===== config.mk =====
export PLATFORM = sky130hd
export DESIGN_NAME = job_slot_table
export DESIGN_NICKNAME = d
export VERILOG_FILES = /design/src/rtl/jst_pkg.sv /design/src/rtl/jst_cell.sv /design/src/rtl/job_slot_table.sv
export SDC_FILE = /design/constraint.sdc
export NUM_CORES = 2
export LEC_CHECK = 0
export BUFFER_PORTS_ARGS = -buffer_cell sky130_fd_sc_hd__buf_2
export CORE_MARGIN = 1
export CORE_UTILIZATION = 57
export DETAILED_ROUTE_END_ITERATION = 6
export PLACE_DENSITY = 0.74
export REMOVE_ABC_BUFFERS = 1
export SLEW_MARGIN = 40
export SYNTH_ARGS = -nofsm -noshare
export SYNTH_HDL_FRONTEND = slang
export SYNTH_SLANG_ARGS = --single-unit

===== constraint.sdc =====
create_clock -name clk -period 4.4 [get_ports clk]
set_input_delay 0.66 -clock clk [delete_from_list [all_inputs] [get_ports clk]]
set_output_delay 0.66 -clock clk [all_outputs]
set_load 0.05 [all_outputs]

===== src/rtl/jst_pkg.sv =====
// jst_pkg: shared types and codes for the job slot table
// opcodes, result codes, status and marker values, scan token control
// no dependencies
package jst_pkg;

  localparam int DEF_TABLE_SLOTS = 16;
  localparam int DEF_NUMBER_BITS = 16;

  localparam int OP_W       = 3;
  localparam int KEY_W      = 31;
  localparam int STATUS_W   = 2;
  localparam int CODE_W     = 2;
  localparam int MARK_W     = 2;
  localparam int SLOT_OUT_W = 4;

  // opcodes
  localparam logic [OP_W-1:0] OP_ADD      = 3'd0;
  localparam logic [OP_W-1:0] OP_SET      = 3'd1;
  localparam logic [OP_W-1:0] OP_REMOVE   = 3'd2;
  localparam logic [OP_W-1:0] OP_FIND_NUM = 3'd3;
  localparam logic [OP_W-1:0] OP_FIND_KEY = 3'd4;
  localparam logic [OP_W-1:0] OP_CLEAR    = 3'd5;

  // result codes
  localparam logic [CODE_W-1:0] RES_OK       = 2'd0;
  localparam logic [CODE_W-1:0] RES_FULL     = 2'd1;
  localparam logic [CODE_W-1:0] RES_NO_MATCH = 2'd2;

  // job status
  localparam logic [STATUS_W-1:0] ST_RUNNING = 2'd0;
  localparam logic [STATUS_W-1:0] ST_DONE    = 2'd2;

  // recency marker
  localparam logic [MARK_W-1:0] MARK_NONE     = 2'd0;
  localparam logic [MARK_W-1:0] MARK_CURRENT  = 2'd1;
  localparam logic [MARK_W-1:0] MARK_PREVIOUS = 2'd2;

  // valid slots seen above the hit, saturating
  localparam logic [1:0] ABOVE_NONE = 2'd0;
  localparam logic [1:0] ABOVE_ONE  = 2'd1;
  localparam logic [1:0] ABOVE_SAT  = 2'd2;

  typedef struct packed {
    logic       active;
    logic       found;
    logic [1:0] above;
  } tok_ctl_t;

  typedef struct packed {
    logic [CODE_W-1:0]     code;
    logic [KEY_W-1:0]      key;
    logic [STATUS_W-1:0]   status;
    logic [SLOT_OUT_W-1:0] slot;
    logic [MARK_W-1:0]     mark;
  } res_t;

endpackage


===== src/rtl/jst_cell.sv =====
// jst_cell: one table slot plus one stage of the scan token chain
// holds an entry, tests it against the broadcast command, forwards the token
// depends on jst_pkg
module jst_cell #(
  parameter int NUMBER_BITS = jst_pkg::DEF_NUMBER_BITS,
  parameter int SLOT_BITS   = 4,
  parameter int SLOT_ID     = 0
) (
  input  logic                          clk,
  input  logic                          rst_n,
  input  logic                          clr_all,
  input  logic [jst_pkg::OP_W-1:0]      op_i,
  input  logic [jst_pkg::KEY_W-1:0]     key_i,
  input  logic [NUMBER_BITS-1:0]        num_i,
  input  logic [jst_pkg::STATUS_W-1:0]  status_i,
  input  logic [NUMBER_BITS-1:0]        next_num_i,
  input  jst_pkg::tok_ctl_t             ctl_in,
  input  logic [SLOT_BITS-1:0]          slot_in,
  input  logic [NUMBER_BITS-1:0]        num_in,
  input  logic [jst_pkg::KEY_W-1:0]     key_in,
  input  logic [jst_pkg::STATUS_W-1:0]  status_in,
  output jst_pkg::tok_ctl_t             ctl_out,
  output logic [SLOT_BITS-1:0]          slot_out,
  output logic [NUMBER_BITS-1:0]        num_out,
  output logic [jst_pkg::KEY_W-1:0]     key_out,
  output logic [jst_pkg::STATUS_W-1:0]  status_out
);
  import jst_pkg::*;

  localparam logic [SLOT_BITS-1:0] MY_SLOT = SLOT_BITS'(SLOT_ID);

  logic                   valid_r;
  logic [NUMBER_BITS-1:0] num_r;
  logic [KEY_W-1:0]       key_r;
  logic [STATUS_W-1:0]    status_r;

  tok_ctl_t               ctl_r, ctl_nxt;
  logic [SLOT_BITS-1:0]   slot_r, slot_nxt;
  logic [NUMBER_BITS-1:0] tnum_r, tnum_nxt;
  logic [KEY_W-1:0]       tkey_r, tkey_nxt;
  logic [STATUS_W-1:0]    tstat_r, tstat_nxt;

  logic cond;
  logic hit;

  always_comb begin
    case (op_i)
      OP_ADD:                         cond = !valid_r;
      OP_SET, OP_REMOVE, OP_FIND_KEY: cond = valid_r && (key_r == key_i);
      OP_FIND_NUM:                    cond = valid_r && (num_r == num_i);
      default:                        cond = 1'b0;
    endcase
  end

  // lowest qualifying slot takes the token first
  assign hit = ctl_in.active && !ctl_in.found && cond;

  always_comb begin
    ctl_nxt   = ctl_in;
    slot_nxt  = slot_in;
    tnum_nxt  = num_in;
    tkey_nxt  = key_in;
    tstat_nxt = status_in;
    if (hit) begin
      ctl_nxt.found = 1'b1;
      ctl_nxt.above = ABOVE_NONE;
      slot_nxt      = MY_SLOT;
      if (op_i == OP_ADD) begin
        tnum_nxt  = next_num_i;
        tkey_nxt  = key_i;
        tstat_nxt = ST_RUNNING;
      end else begin
        tnum_nxt  = num_r;
        tkey_nxt  = key_r;
        tstat_nxt = (op_i == OP_SET) ? status_i : status_r;
      end
    end else if (ctl_in.active && ctl_in.found && valid_r && ctl_in.above != ABOVE_SAT) begin
      ctl_nxt.above = ctl_in.above + 2'd1;
    end
  end

  always_ff @(posedge clk) begin
    if (!rst_n) begin
      valid_r <= 1'b0;
      ctl_r   <= '0;
    end else begin
      ctl_r <= ctl_nxt;
      if (clr_all) begin
        valid_r <= 1'b0;
      end else if (hit) begin
        case (op_i)
          OP_ADD: begin
            valid_r  <= 1'b1;
            num_r    <= next_num_i;
            key_r    <= key_i;
            status_r <= ST_RUNNING;
          end
          OP_SET:    status_r <= status_i;
          OP_REMOVE: valid_r  <= 1'b0;
          default: ;
        endcase
      end
    end
  end

  always_ff @(posedge clk) begin
    slot_r  <= slot_nxt;
    tnum_r  <= tnum_nxt;
    tkey_r  <= tkey_nxt;
    tstat_r <= tstat_nxt;
  end

  assign ctl_out    = ctl_r;
  assign slot_out   = slot_r;
  assign num_out    = tnum_r;
  assign key_out    = tkey_r;
  assign status_out = tstat_r;

endmodule


===== src/rtl/job_slot_table.sv =====
// job_slot_table: top level of the job slot table
// command register, scan control, result staging; instantiates jst_cell
// depends on jst_pkg and jst_cell
//
// A table of TABLE_SLOTS job entries kept in a row of cells, one entry per
// cell. Add, set status, remove and the two lookups launch a token at slot 0
// that steps one cell per clock; the first cell that qualifies (lowest free
// slot for add, lowest valid match otherwise) claims it and applies the
// change, and the cells above count valid entries to form the recency marker.
// Such an operation lasts until the token has walked through the whole cell
// row. Clear all and unused opcodes skip the cell row and go straight to
// result staging. One operation is in flight at a time; a finished result
// waits in the output register while the next input is taken. The job
// number counter starts at 1 and holds at its maximum.
module job_slot_table #(
  parameter int TABLE_SLOTS = jst_pkg::DEF_TABLE_SLOTS,
  parameter int NUMBER_BITS = jst_pkg::DEF_NUMBER_BITS
) (
  input  logic                            clk,
  input  logic                            rst_n,
  input  logic                            in_valid,
  output logic                            in_ready,
  input  logic [jst_pkg::OP_W-1:0]        in_op,
  input  logic [jst_pkg::KEY_W-1:0]       in_group_key,
  input  logic [NUMBER_BITS-1:0]          in_lookup_number,
  input  logic [jst_pkg::STATUS_W-1:0]    in_new_status,
  output logic                            out_valid,
  input  logic                            out_ready,
  output logic [jst_pkg::CODE_W-1:0]      out_result_code,
  output logic [NUMBER_BITS-1:0]          out_job_number,
  output logic [jst_pkg::KEY_W-1:0]       out_found_key,
  output logic [jst_pkg::STATUS_W-1:0]    out_job_status,
  output logic [jst_pkg::SLOT_OUT_W-1:0]  out_slot_index,
  output logic [jst_pkg::MARK_W-1:0]      out_recency_marker
);
  import jst_pkg::*;

  localparam int SLOT_BITS = $clog2(TABLE_SLOTS);
  localparam logic [NUMBER_BITS-1:0] NUM_MAX = {NUMBER_BITS{1'b1}};
  localparam logic [NUMBER_BITS-1:0] NUM_ONE = NUMBER_BITS'(1);

  typedef enum logic [1:0] {S_IDLE, S_SCAN, S_PUSH} state_t;

  state_t                 state_r;
  logic [OP_W-1:0]        op_r;
  logic [KEY_W-1:0]       key_r;
  logic [NUMBER_BITS-1:0] num_r;
  logic [STATUS_W-1:0]    status_r;
  logic                   start_r;
  logic [NUMBER_BITS-1:0] next_num_r;
  res_t                   pend_res_r;
  logic [NUMBER_BITS-1:0] pend_num_r;
  res_t                   out_res_r;
  logic [NUMBER_BITS-1:0] out_num_r;
  logic                   out_valid_r;

  tok_ctl_t               ctl_chain    [TABLE_SLOTS+1];
  logic [SLOT_BITS-1:0]   slot_chain   [TABLE_SLOTS+1];
  logic [NUMBER_BITS-1:0] num_chain    [TABLE_SLOTS+1];
  logic [KEY_W-1:0]       key_chain    [TABLE_SLOTS+1];
  logic [STATUS_W-1:0]    status_chain [TABLE_SLOTS+1];

  logic                               in_xfer;
  logic                               clr_all;
  logic                               scan_op;
  logic [STATUS_W-1:0]                status_clamped;
  tok_ctl_t                           end_ctl;
  logic                               scan_done;
  logic [SLOT_BITS+SLOT_OUT_W-1:0]    slot_ext;
  res_t                               scan_res;
  logic [NUMBER_BITS-1:0]             scan_num;
  logic [MARK_W-1:0]                  scan_mark;

  assign in_ready = (state_r == S_IDLE);
  assign in_xfer  = in_valid && in_ready;
  assign clr_all  = in_xfer && (in_op == OP_CLEAR);
  assign status_clamped = (in_new_status > ST_DONE) ? ST_DONE : in_new_status;

  always_comb begin
    case (in_op)
      OP_ADD, OP_SET, OP_REMOVE, OP_FIND_NUM, OP_FIND_KEY: scan_op = 1'b1;
      default:                                             scan_op = 1'b0;
    endcase
  end

  // token enters slot 0 fresh
  assign ctl_chain[0]    = '{active: start_r, found: 1'b0, above: ABOVE_NONE};
  assign slot_chain[0]   = '0;
  assign num_chain[0]    = '0;
  assign key_chain[0]    = '0;
  assign status_chain[0] = '0;

  for (genvar g = 0; g < TABLE_SLOTS; g++) begin : g_cell
    jst_cell #(
      .NUMBER_BITS (NUMBER_BITS),
      .SLOT_BITS   (SLOT_BITS),
      .SLOT_ID     (g)
    ) u_cell (
      .clk        (clk),
      .rst_n      (rst_n),
      .clr_all    (clr_all),
      .op_i       (op_r),
      .key_i      (key_r),
      .num_i      (num_r),
      .status_i   (status_r),
      .next_num_i (next_num_r),
      .ctl_in     (ctl_chain[g]),
      .slot_in    (slot_chain[g]),
      .num_in     (num_chain[g]),
      .key_in     (key_chain[g]),
      .status_in  (status_chain[g]),
      .ctl_out    (ctl_chain[g+1]),
      .slot_out   (slot_chain[g+1]),
      .num_out    (num_chain[g+1]),
      .key_out    (key_chain[g+1]),
      .status_out (status_chain[g+1])
    );
  end

  assign end_ctl   = ctl_chain[TABLE_SLOTS];
  assign scan_done = end_ctl.active;
  assign slot_ext  = {SLOT_OUT_W'(0), slot_chain[TABLE_SLOTS]};

  always_comb begin
    case (end_ctl.above)
      ABOVE_NONE: scan_mark = MARK_CURRENT;
      ABOVE_ONE:  scan_mark = MARK_PREVIOUS;
      default:    scan_mark = MARK_NONE;
    endcase
  end

  always_comb begin
    scan_res = '0;
    scan_num = '0;
    if (end_ctl.found) begin
      scan_res.code   = RES_OK;
      scan_res.key    = key_chain[TABLE_SLOTS];
      scan_res.status = status_chain[TABLE_SLOTS];
      scan_res.slot   = slot_ext[SLOT_OUT_W-1:0];
      scan_res.mark   = scan_mark;
      scan_num        = num_chain[TABLE_SLOTS];
    end else begin
      scan_res.code = (op_r == OP_ADD) ? RES_FULL : RES_NO_MATCH;
    end
  end

  always_ff @(posedge clk) begin
    if (!rst_n) begin
      state_r     <= S_IDLE;
      start_r     <= 1'b0;
      next_num_r  <= NUM_ONE;
      out_valid_r <= 1'b0;
    end else begin
      start_r <= 1'b0;
      // in push state the output register is reloaded below instead
      if (out_valid_r && out_ready && state_r != S_PUSH) begin
        out_valid_r <= 1'b0;
      end
      case (state_r)
        S_IDLE: begin
          if (in_xfer) begin
            op_r     <= in_op;
            key_r    <= in_group_key;
            num_r    <= in_lookup_number;
            status_r <= status_clamped;
            if (scan_op) begin
              start_r <= 1'b1;
              state_r <= S_SCAN;
            end else begin
              // clear all and unused opcodes answer with an all-zero ok
              pend_res_r <= '0;
              pend_num_r <= '0;
              state_r    <= S_PUSH;
            end
          end
        end
        S_SCAN: begin
          if (scan_done) begin
            pend_res_r <= scan_res;
            pend_num_r <= scan_num;
            if (op_r == OP_ADD && end_ctl.found && next_num_r != NUM_MAX) begin
              next_num_r <= next_num_r + NUM_ONE;
            end
            state_r <= S_PUSH;
          end
        end
        S_PUSH: begin
          if (!out_valid_r || out_ready) begin
            out_res_r   <= pend_res_r;
            out_num_r   <= pend_num_r;
            out_valid_r <= 1'b1;
            state_r     <= S_IDLE;
          end
        end
        default: state_r <= S_IDLE;
      endcase
    end
  end

  assign out_valid          = out_valid_r;
  assign out_result_code    = out_res_r.code;
  assign out_job_number     = out_num_r;
  assign out_found_key      = out_res_r.key;
  assign out_job_status     = out_res_r.status;
  assign out_slot_index     = out_res_r.slot;
  assign out_recency_marker = out_res_r.mark;

`ifndef ASSERT_OFF
  a_start_in_scan : assert property (@(posedge clk) disable iff (!rst_n)
    start_r |-> state_r == S_SCAN)
    else $error("scan token launched outside scan state");

  a_done_in_scan : assert property (@(posedge clk) disable iff (!rst_n)
    scan_done |-> state_r == S_SCAN)
    else $error("token left the cell row outside scan state");

  a_counter_nonzero : assert property (@(posedge clk) disable iff (!rst_n)
    next_num_r != '0)
    else $error("job number counter wrapped to zero");

  a_counter_step : assert property (@(posedge clk) disable iff (!rst_n)
    (state_r == S_SCAN && scan_done && op_r == OP_ADD && end_ctl.found &&
     next_num_r != NUM_MAX) |=> next_num_r == $past(next_num_r) + NUM_ONE)
    else $error("job number counter did not advance after add");

  a_no_scan_while_idle : assert property (@(posedge clk) disable iff (!rst_n)
    (state_r == S_IDLE) |-> !ctl_chain[1].active)
    else $error("token in cell row while idle");
`endif

endmodule

== Yosys cells after proc, flatten, opt, wreduce, memory -nomap -nowiden ==
Cells that the tools add are included.
Operators by class
  equal/unequal tests: 65
  reduce and logical (&&, ||, !) cells: 226
  mux-type cells: 181
  bitwise gates (word level): 3
  add/subtract/negate cells: 16
  order comparisons: 1
Operator list (number)
  31-bit two-way mux: 31
  16-bit two-way mux: 35
  31-bit == test: 16
  16-bit == test: 16
  2-bit two-way mux: 67
  41-bit two-way mux: 3
  1-bit logical AND: 114
  41-bit case mux with 2 select lines: 1
  4-bit AND reduction: 16
  3-bit AND reduction: 20
  1-bit case mux with 3 select lines: 16
  39-bit two-way mux: 1
  2-bit inequality test (second input constant): 17
  2-bit OR reduction: 17
  1-bit logical NOT: 32
  16-bit case mux with 2 select lines: 1
  2-bit AND reduction: 16
  2-bit by 1-bit adder with 2-bit output (second input constant): 14
  1-bit two-way mux: 22
  16-bit by 1-bit adder with 16-bit output (second input constant): 1
  16-bit inequality test (second input constant): 1
  3-bit by 2-bit == test with 1-bit output (second input constant): 4
  3-bit == test (second input constant): 3
  2-bit case mux with 2 select lines: 2
  other kinds (17): 26
Storage, ports and cells
  bits in registers: 1881
  output and inout bits: 59

== Longest topological paths before layout ==
  depth in word-level cells: 6
  gate-level depth with buffers: 11
  gate-level depth less buffers: 8

== By module ==
Synthesis repeated with hierarchy kept, for this count alone.
Unflattened totals
  cells, all modules: 7045
  area, all modules: 80020.5 µm²
By module, submodules not included
  jst_cell (g_cell[10].u_cell ...): cells each 418, sequential area each 2632.5 µm², instances 6, area each 4594.4 µm²
  jst_cell (g_cell[1].u_cell ...): cells each 419, sequential area each 2632.5 µm², instances 4, area each 4593.2 µm²
  jst_cell (g_cell[11].u_cell ...): cells each 417, sequential area each 2632.5 µm², instances 4, area each 4590.7 µm²
  job_slot_table: cells each 357, sequential area each 5385.2 µm², instances 1, area each 6532.5 µm²
  jst_cell (g_cell[0].u_cell): cells each 420, sequential area each 2632.5 µm², instances 1, area each 4596.9 µm²
  jst_cell (g_cell[15].u_cell): cells each 416, sequential area each 2632.5 µm², instances 1, area each 4589.4 µm²

== Worst setup path after synthesis ==
No wires, ideal clock.
  kind: register -> register
  start: register op_r[2]
  end: register g_cell[8].u_cell.key_r[0] (enable)
  period minus slack after synthesis: 4.439 ns
  path slack: -0.039 ns
  path buffers: 4
  setup time: 0.452 ns
  arrival time: 3.987 ns
  cell stages (with the launch flop): 11
  required time: 3.948 ns
  path through: edfxtp_1 and3b_1 buf_2 buf_2 nand4_1 nor4_1 a31oi_1 o31a_1 buf_6 buf_2 nor2_1
On the way
  word-level cells in the longest chain between the ends: 5
  elaborated cells between the ends (all ways): 9
  those cells by class: eq/ne: 4; mux: 1; reduce/logical: 4
Ends and longest elaborated chain
  start: declaration: RTL line job_slot_table.sv:45  | logic [OP_W-1:0] op_r;
  start signal: assignment: RTL line job_slot_table.sv:162  | op_r <= in_op;
  3-bit == test, or another cell as far along: RTL line jst_cell.sv:47  | case (op_i)
  3-bit OR reduction: RTL line jst_cell.sv:47
  1-bit case mux with 3 select lines *: RTL line jst_cell.sv:47
  1-bit logical AND *: RTL line jst_cell.sv:56  | assign hit = ctl_in.active && !ctl_in.found && cond;
  3-bit AND reduction (no line) *
  end signal: assignment: RTL line jst_cell.sv:95  | key_r <= key_i;
  end: declaration: RTL line jst_cell.sv:34  | logic [KEY_W-1:0] key_r;
Mark *: on every way between the ends. The rest lies on a longest branch, timed or not.
A chain may end at the register's enable or synchronous reset.

== Worst setup path after layout ==
  start: register key_r[10]
  end: register g_cell[0].u_cell.key_r[18] (enable)
On the way
  word-level cells in the longest chain between the ends: 5
Ends and longest elaborated chain
  start: declaration: RTL line job_slot_table.sv:46  | logic [KEY_W-1:0] key_r;
  start signal: assignment: RTL line job_slot_table.sv:163  | key_r <= in_group_key;
  31-bit == test: RTL line jst_cell.sv:49  | OP_SET, OP_REMOVE, OP_FIND_KEY: cond = valid_r && (key_r == key_i);
  1-bit logical AND: RTL line jst_cell.sv:49
  1-bit case mux with 3 select lines: RTL line jst_cell.sv:47
  1-bit logical AND: RTL line jst_cell.sv:56
  3-bit AND reduction (no line)
  end signal: assignment: RTL line jst_cell.sv:95
  end: declaration: RTL line jst_cell.sv:34
No other way between the ends.

==> impl_metrics.toml <==
[outcome]
status = "finished, final reports clean"

[timing]
tightest_slew_ps = 891
skew_ps = 21.5
fmax_ghz = 0.250
rsz0062_at_grt = "false"
finalCritPeriodShare = 0.908
hold_viol = 0
slew_violations = 0
slew_headroom = 0.400
tns_ps = 0
setup_viol = 0
min_period_ps = 3990

[placement]
place_congestion = 0.951
post_dp_cell_area_mm2 = 0.0783
hpwl_mm = 122
io_buffers = 114

[worst_setup_path]
worst_setup_path_start_kind = "register"
cp_max_fo = 31
cp_data_arrival_time_ps = 4420
cp-end-kind = "register"
crit_type = "reg2reg"
crit_slowest_cell = "edfxtp_1"
slowest_delay_ps = 910
crit_required_ps = 4820
worstPathCellList = "xor2_1, nor4_1, nand4_1, or3_1, o221ai_4, nand2_1, nor2_4, buf_4"

[synthesis]
synth_area_leaders = "edfxtp_1 (37%), dfxtp_1 (24%), mux2_2 (9.0%)"
yosys_most_used_dff = "edfxtp_1"
ys_top_cells_by_count = "edfxtp_1 (950), dfxtp_1 (930), a21o_1 (754)"
synth_top_area_frac = 0.375
synthDistinctLibCells = 59
synth.ff_latch_count = 1880
ys_seq_area_frac = 0.620
syn_area_per_cell_um2 = 13.8
synth_area_mm2 = 0.0761
yosys.area.top_type = "edfxtp_1"
synth_edf_count = 950
synthArstFlopShare = 0
synthCells = 5501
yosysWarnings = 0
synth_most_common_cell = "edfxtp_1"

[grt]
grt_pass1_wl_mm = 263
grt_pass1_vias = 43056
grt_max_degree = 168
gr-usage-all-layers = 0.255
antenna_found_initial = 4
grt_overflow = 0

[floorplan]
initial_core_util = 0.577
fp.coreArea_mm2 = 0.132
die_y_um = 367
die-width_um = 367
placementRows = 133
ios = 115
dieArea_mm2 = 0.135

[clock_tree]
cts_sinks = 1880
cts-root-buf = "clkbuf_16"
clock_latency_ps = 800
cts_buffer_depth = 3
htreeDepth = 4
cts.clk_slew.worst_paths_ps = 60
post_cts_resized = 0
numCtsBuffers = 184
cts_tree = "done"

[final_layout]
final_net_count = 5636
fill_cells = 9755
area.growth.synth_to_final_pct = 11.2
drive_gt1_frac = 0.244
fin_area_mm2 = 0.0846
num_antenna_cells = 0

[power_and_ir_drop]
p_leak_uw = 0.0345
vdd_ir_drop_max_uv = 312
p_per_area_mw_per_mm2 = 420

[detailed_routing]
antenna_left = 0
route.detailed.drc = 0
dr.pass1.iters = 6
routed_wl_mm = 173
drt_iter0_markers = 3527
vias_per_cell = 5.69
wl_per_cell_um = 23.2
vias = 42518

[hold_path]
hold_class = "in2reg"

[flow_run]
cap_violations = 0
[repair_timing]
item,CTS,global route
hold buffers,17,0
setup buffers,0,0
endpoints found under the hold margin,17,0
endpoints found under the setup margin,0,0
[placed cells by master (no fill, tap or decap), types with 61 or more instances in the layout]
cell type and n:
a21o_1 753, a21oi_1 65, and2_1 79, buf_2 114, buf_4 128, clkbuf_16 192
dfxtp_1 929, edfxtp_1 950, inv_1 74, mux2_2 606, mux2_4 97, nand4_1 122
nor2_1 82, nor3_1 61, nor4_1 83, xnor2_1 473, xor2_1 305
[power by group]
group | total (µW) | internal (µW) | switching [µW]
logic | 1260 | 486 | 775
clock network | 15700 | 9160 | 6500
registers | 18600 | 18500 | 125
total | 35500 | 28100 | 7400
[stage by stage]
step	setup WS, ps	utilization	hold WS [ps]	cells	power [µW]
after floorplan	-12970	-	393	5086	19800
after global placement	422	0.593	395	7112	20200
after detailed placement	610	0.594	397	7118	20200
after CTS	590	0.641	0.667	7476	35700
after global routing	414	0.641	19.1	7476	36500
final	406	0.641	44.6	7476	35500
[registers in the layout, indices dropped and copies added, names as in the netlist, 31 cells and up]
signal	cells
g_cell.u_cell.key_out	496
out_found_key	31
g_cell.u_cell.slot_out	49
g_cell.u_cell.status_r	32
g_cell.u_cell.num_r	256
key_r	31
pend_res_r	41
g_cell.u_cell.num_out	256
g_cell.u_cell.key_r	496
g_cell.u_cell.ctl_out	61
g_cell.u_cell.status_out	32
[worst paths after layout]
path | start | endpoint | slack, ps | cells after the start
max | key_r[10] | g_cell[0].u_cell.key_r[18] | 410 | 8
max reg2reg | key_r[10] | g_cell[0].u_cell.key_r[18] | 410 | 8
min reg2reg | g_cell[6].u_cell.slot_out[2] | g_cell[7].u_cell.slot_out[2] | 400 | 1
min | in_group_key[9] | key_r[9] | 40 | 1
[critical path: cells and delay by family, from the launching register on]
kind	cells	cell delay, ps
DFF	1	910
and+or+nand+nor	5	1810
xor gates and xnor gates	1	220
AOI/OAI and AO/OA	1	170
buffers and inverters	1	460
[per-layer routing]
layer / GRT usage / share of wire / up-vias
met3: 0.0321 / 0.054 / 274
met1: 0.360 / 0.45 / 21240
met5: 0 / 0 / -
met4: 0.0941 / 0.033 / 0
met2: 0.404 / 0.46 / 1198
li1: - / - / 19806
[area by class of cell]
class | count | area (µm²) | share of cell area
inverter | 75 | 282 | 0.00333
tap | 1755 | 2200 | 0.0260
sequential | 1880 | 47100 | 0.557
clock inverter | 73 | 672 | 0.00794
clock buffer | 268 | 5380 | 0.0636
multi-input combinational | 3131 | 26600 | 0.314
timing repair buffer | 294 | 2360 | 0.0279
[cell families (layout without fill, tap and decap cells)]
logic type	after synthesis	in the layout	share of synthesized area
compound gates	902	902	0.0883
mux	737	737	0.113
simple gates	700	700	0.0533
fa+ha+maj	14	14	0.00230
buf+inv	490	710	0.0337
xor+xnor	778	778	0.0895
flops	1880	1880	0.620
(Power assumes the default switching activity.)
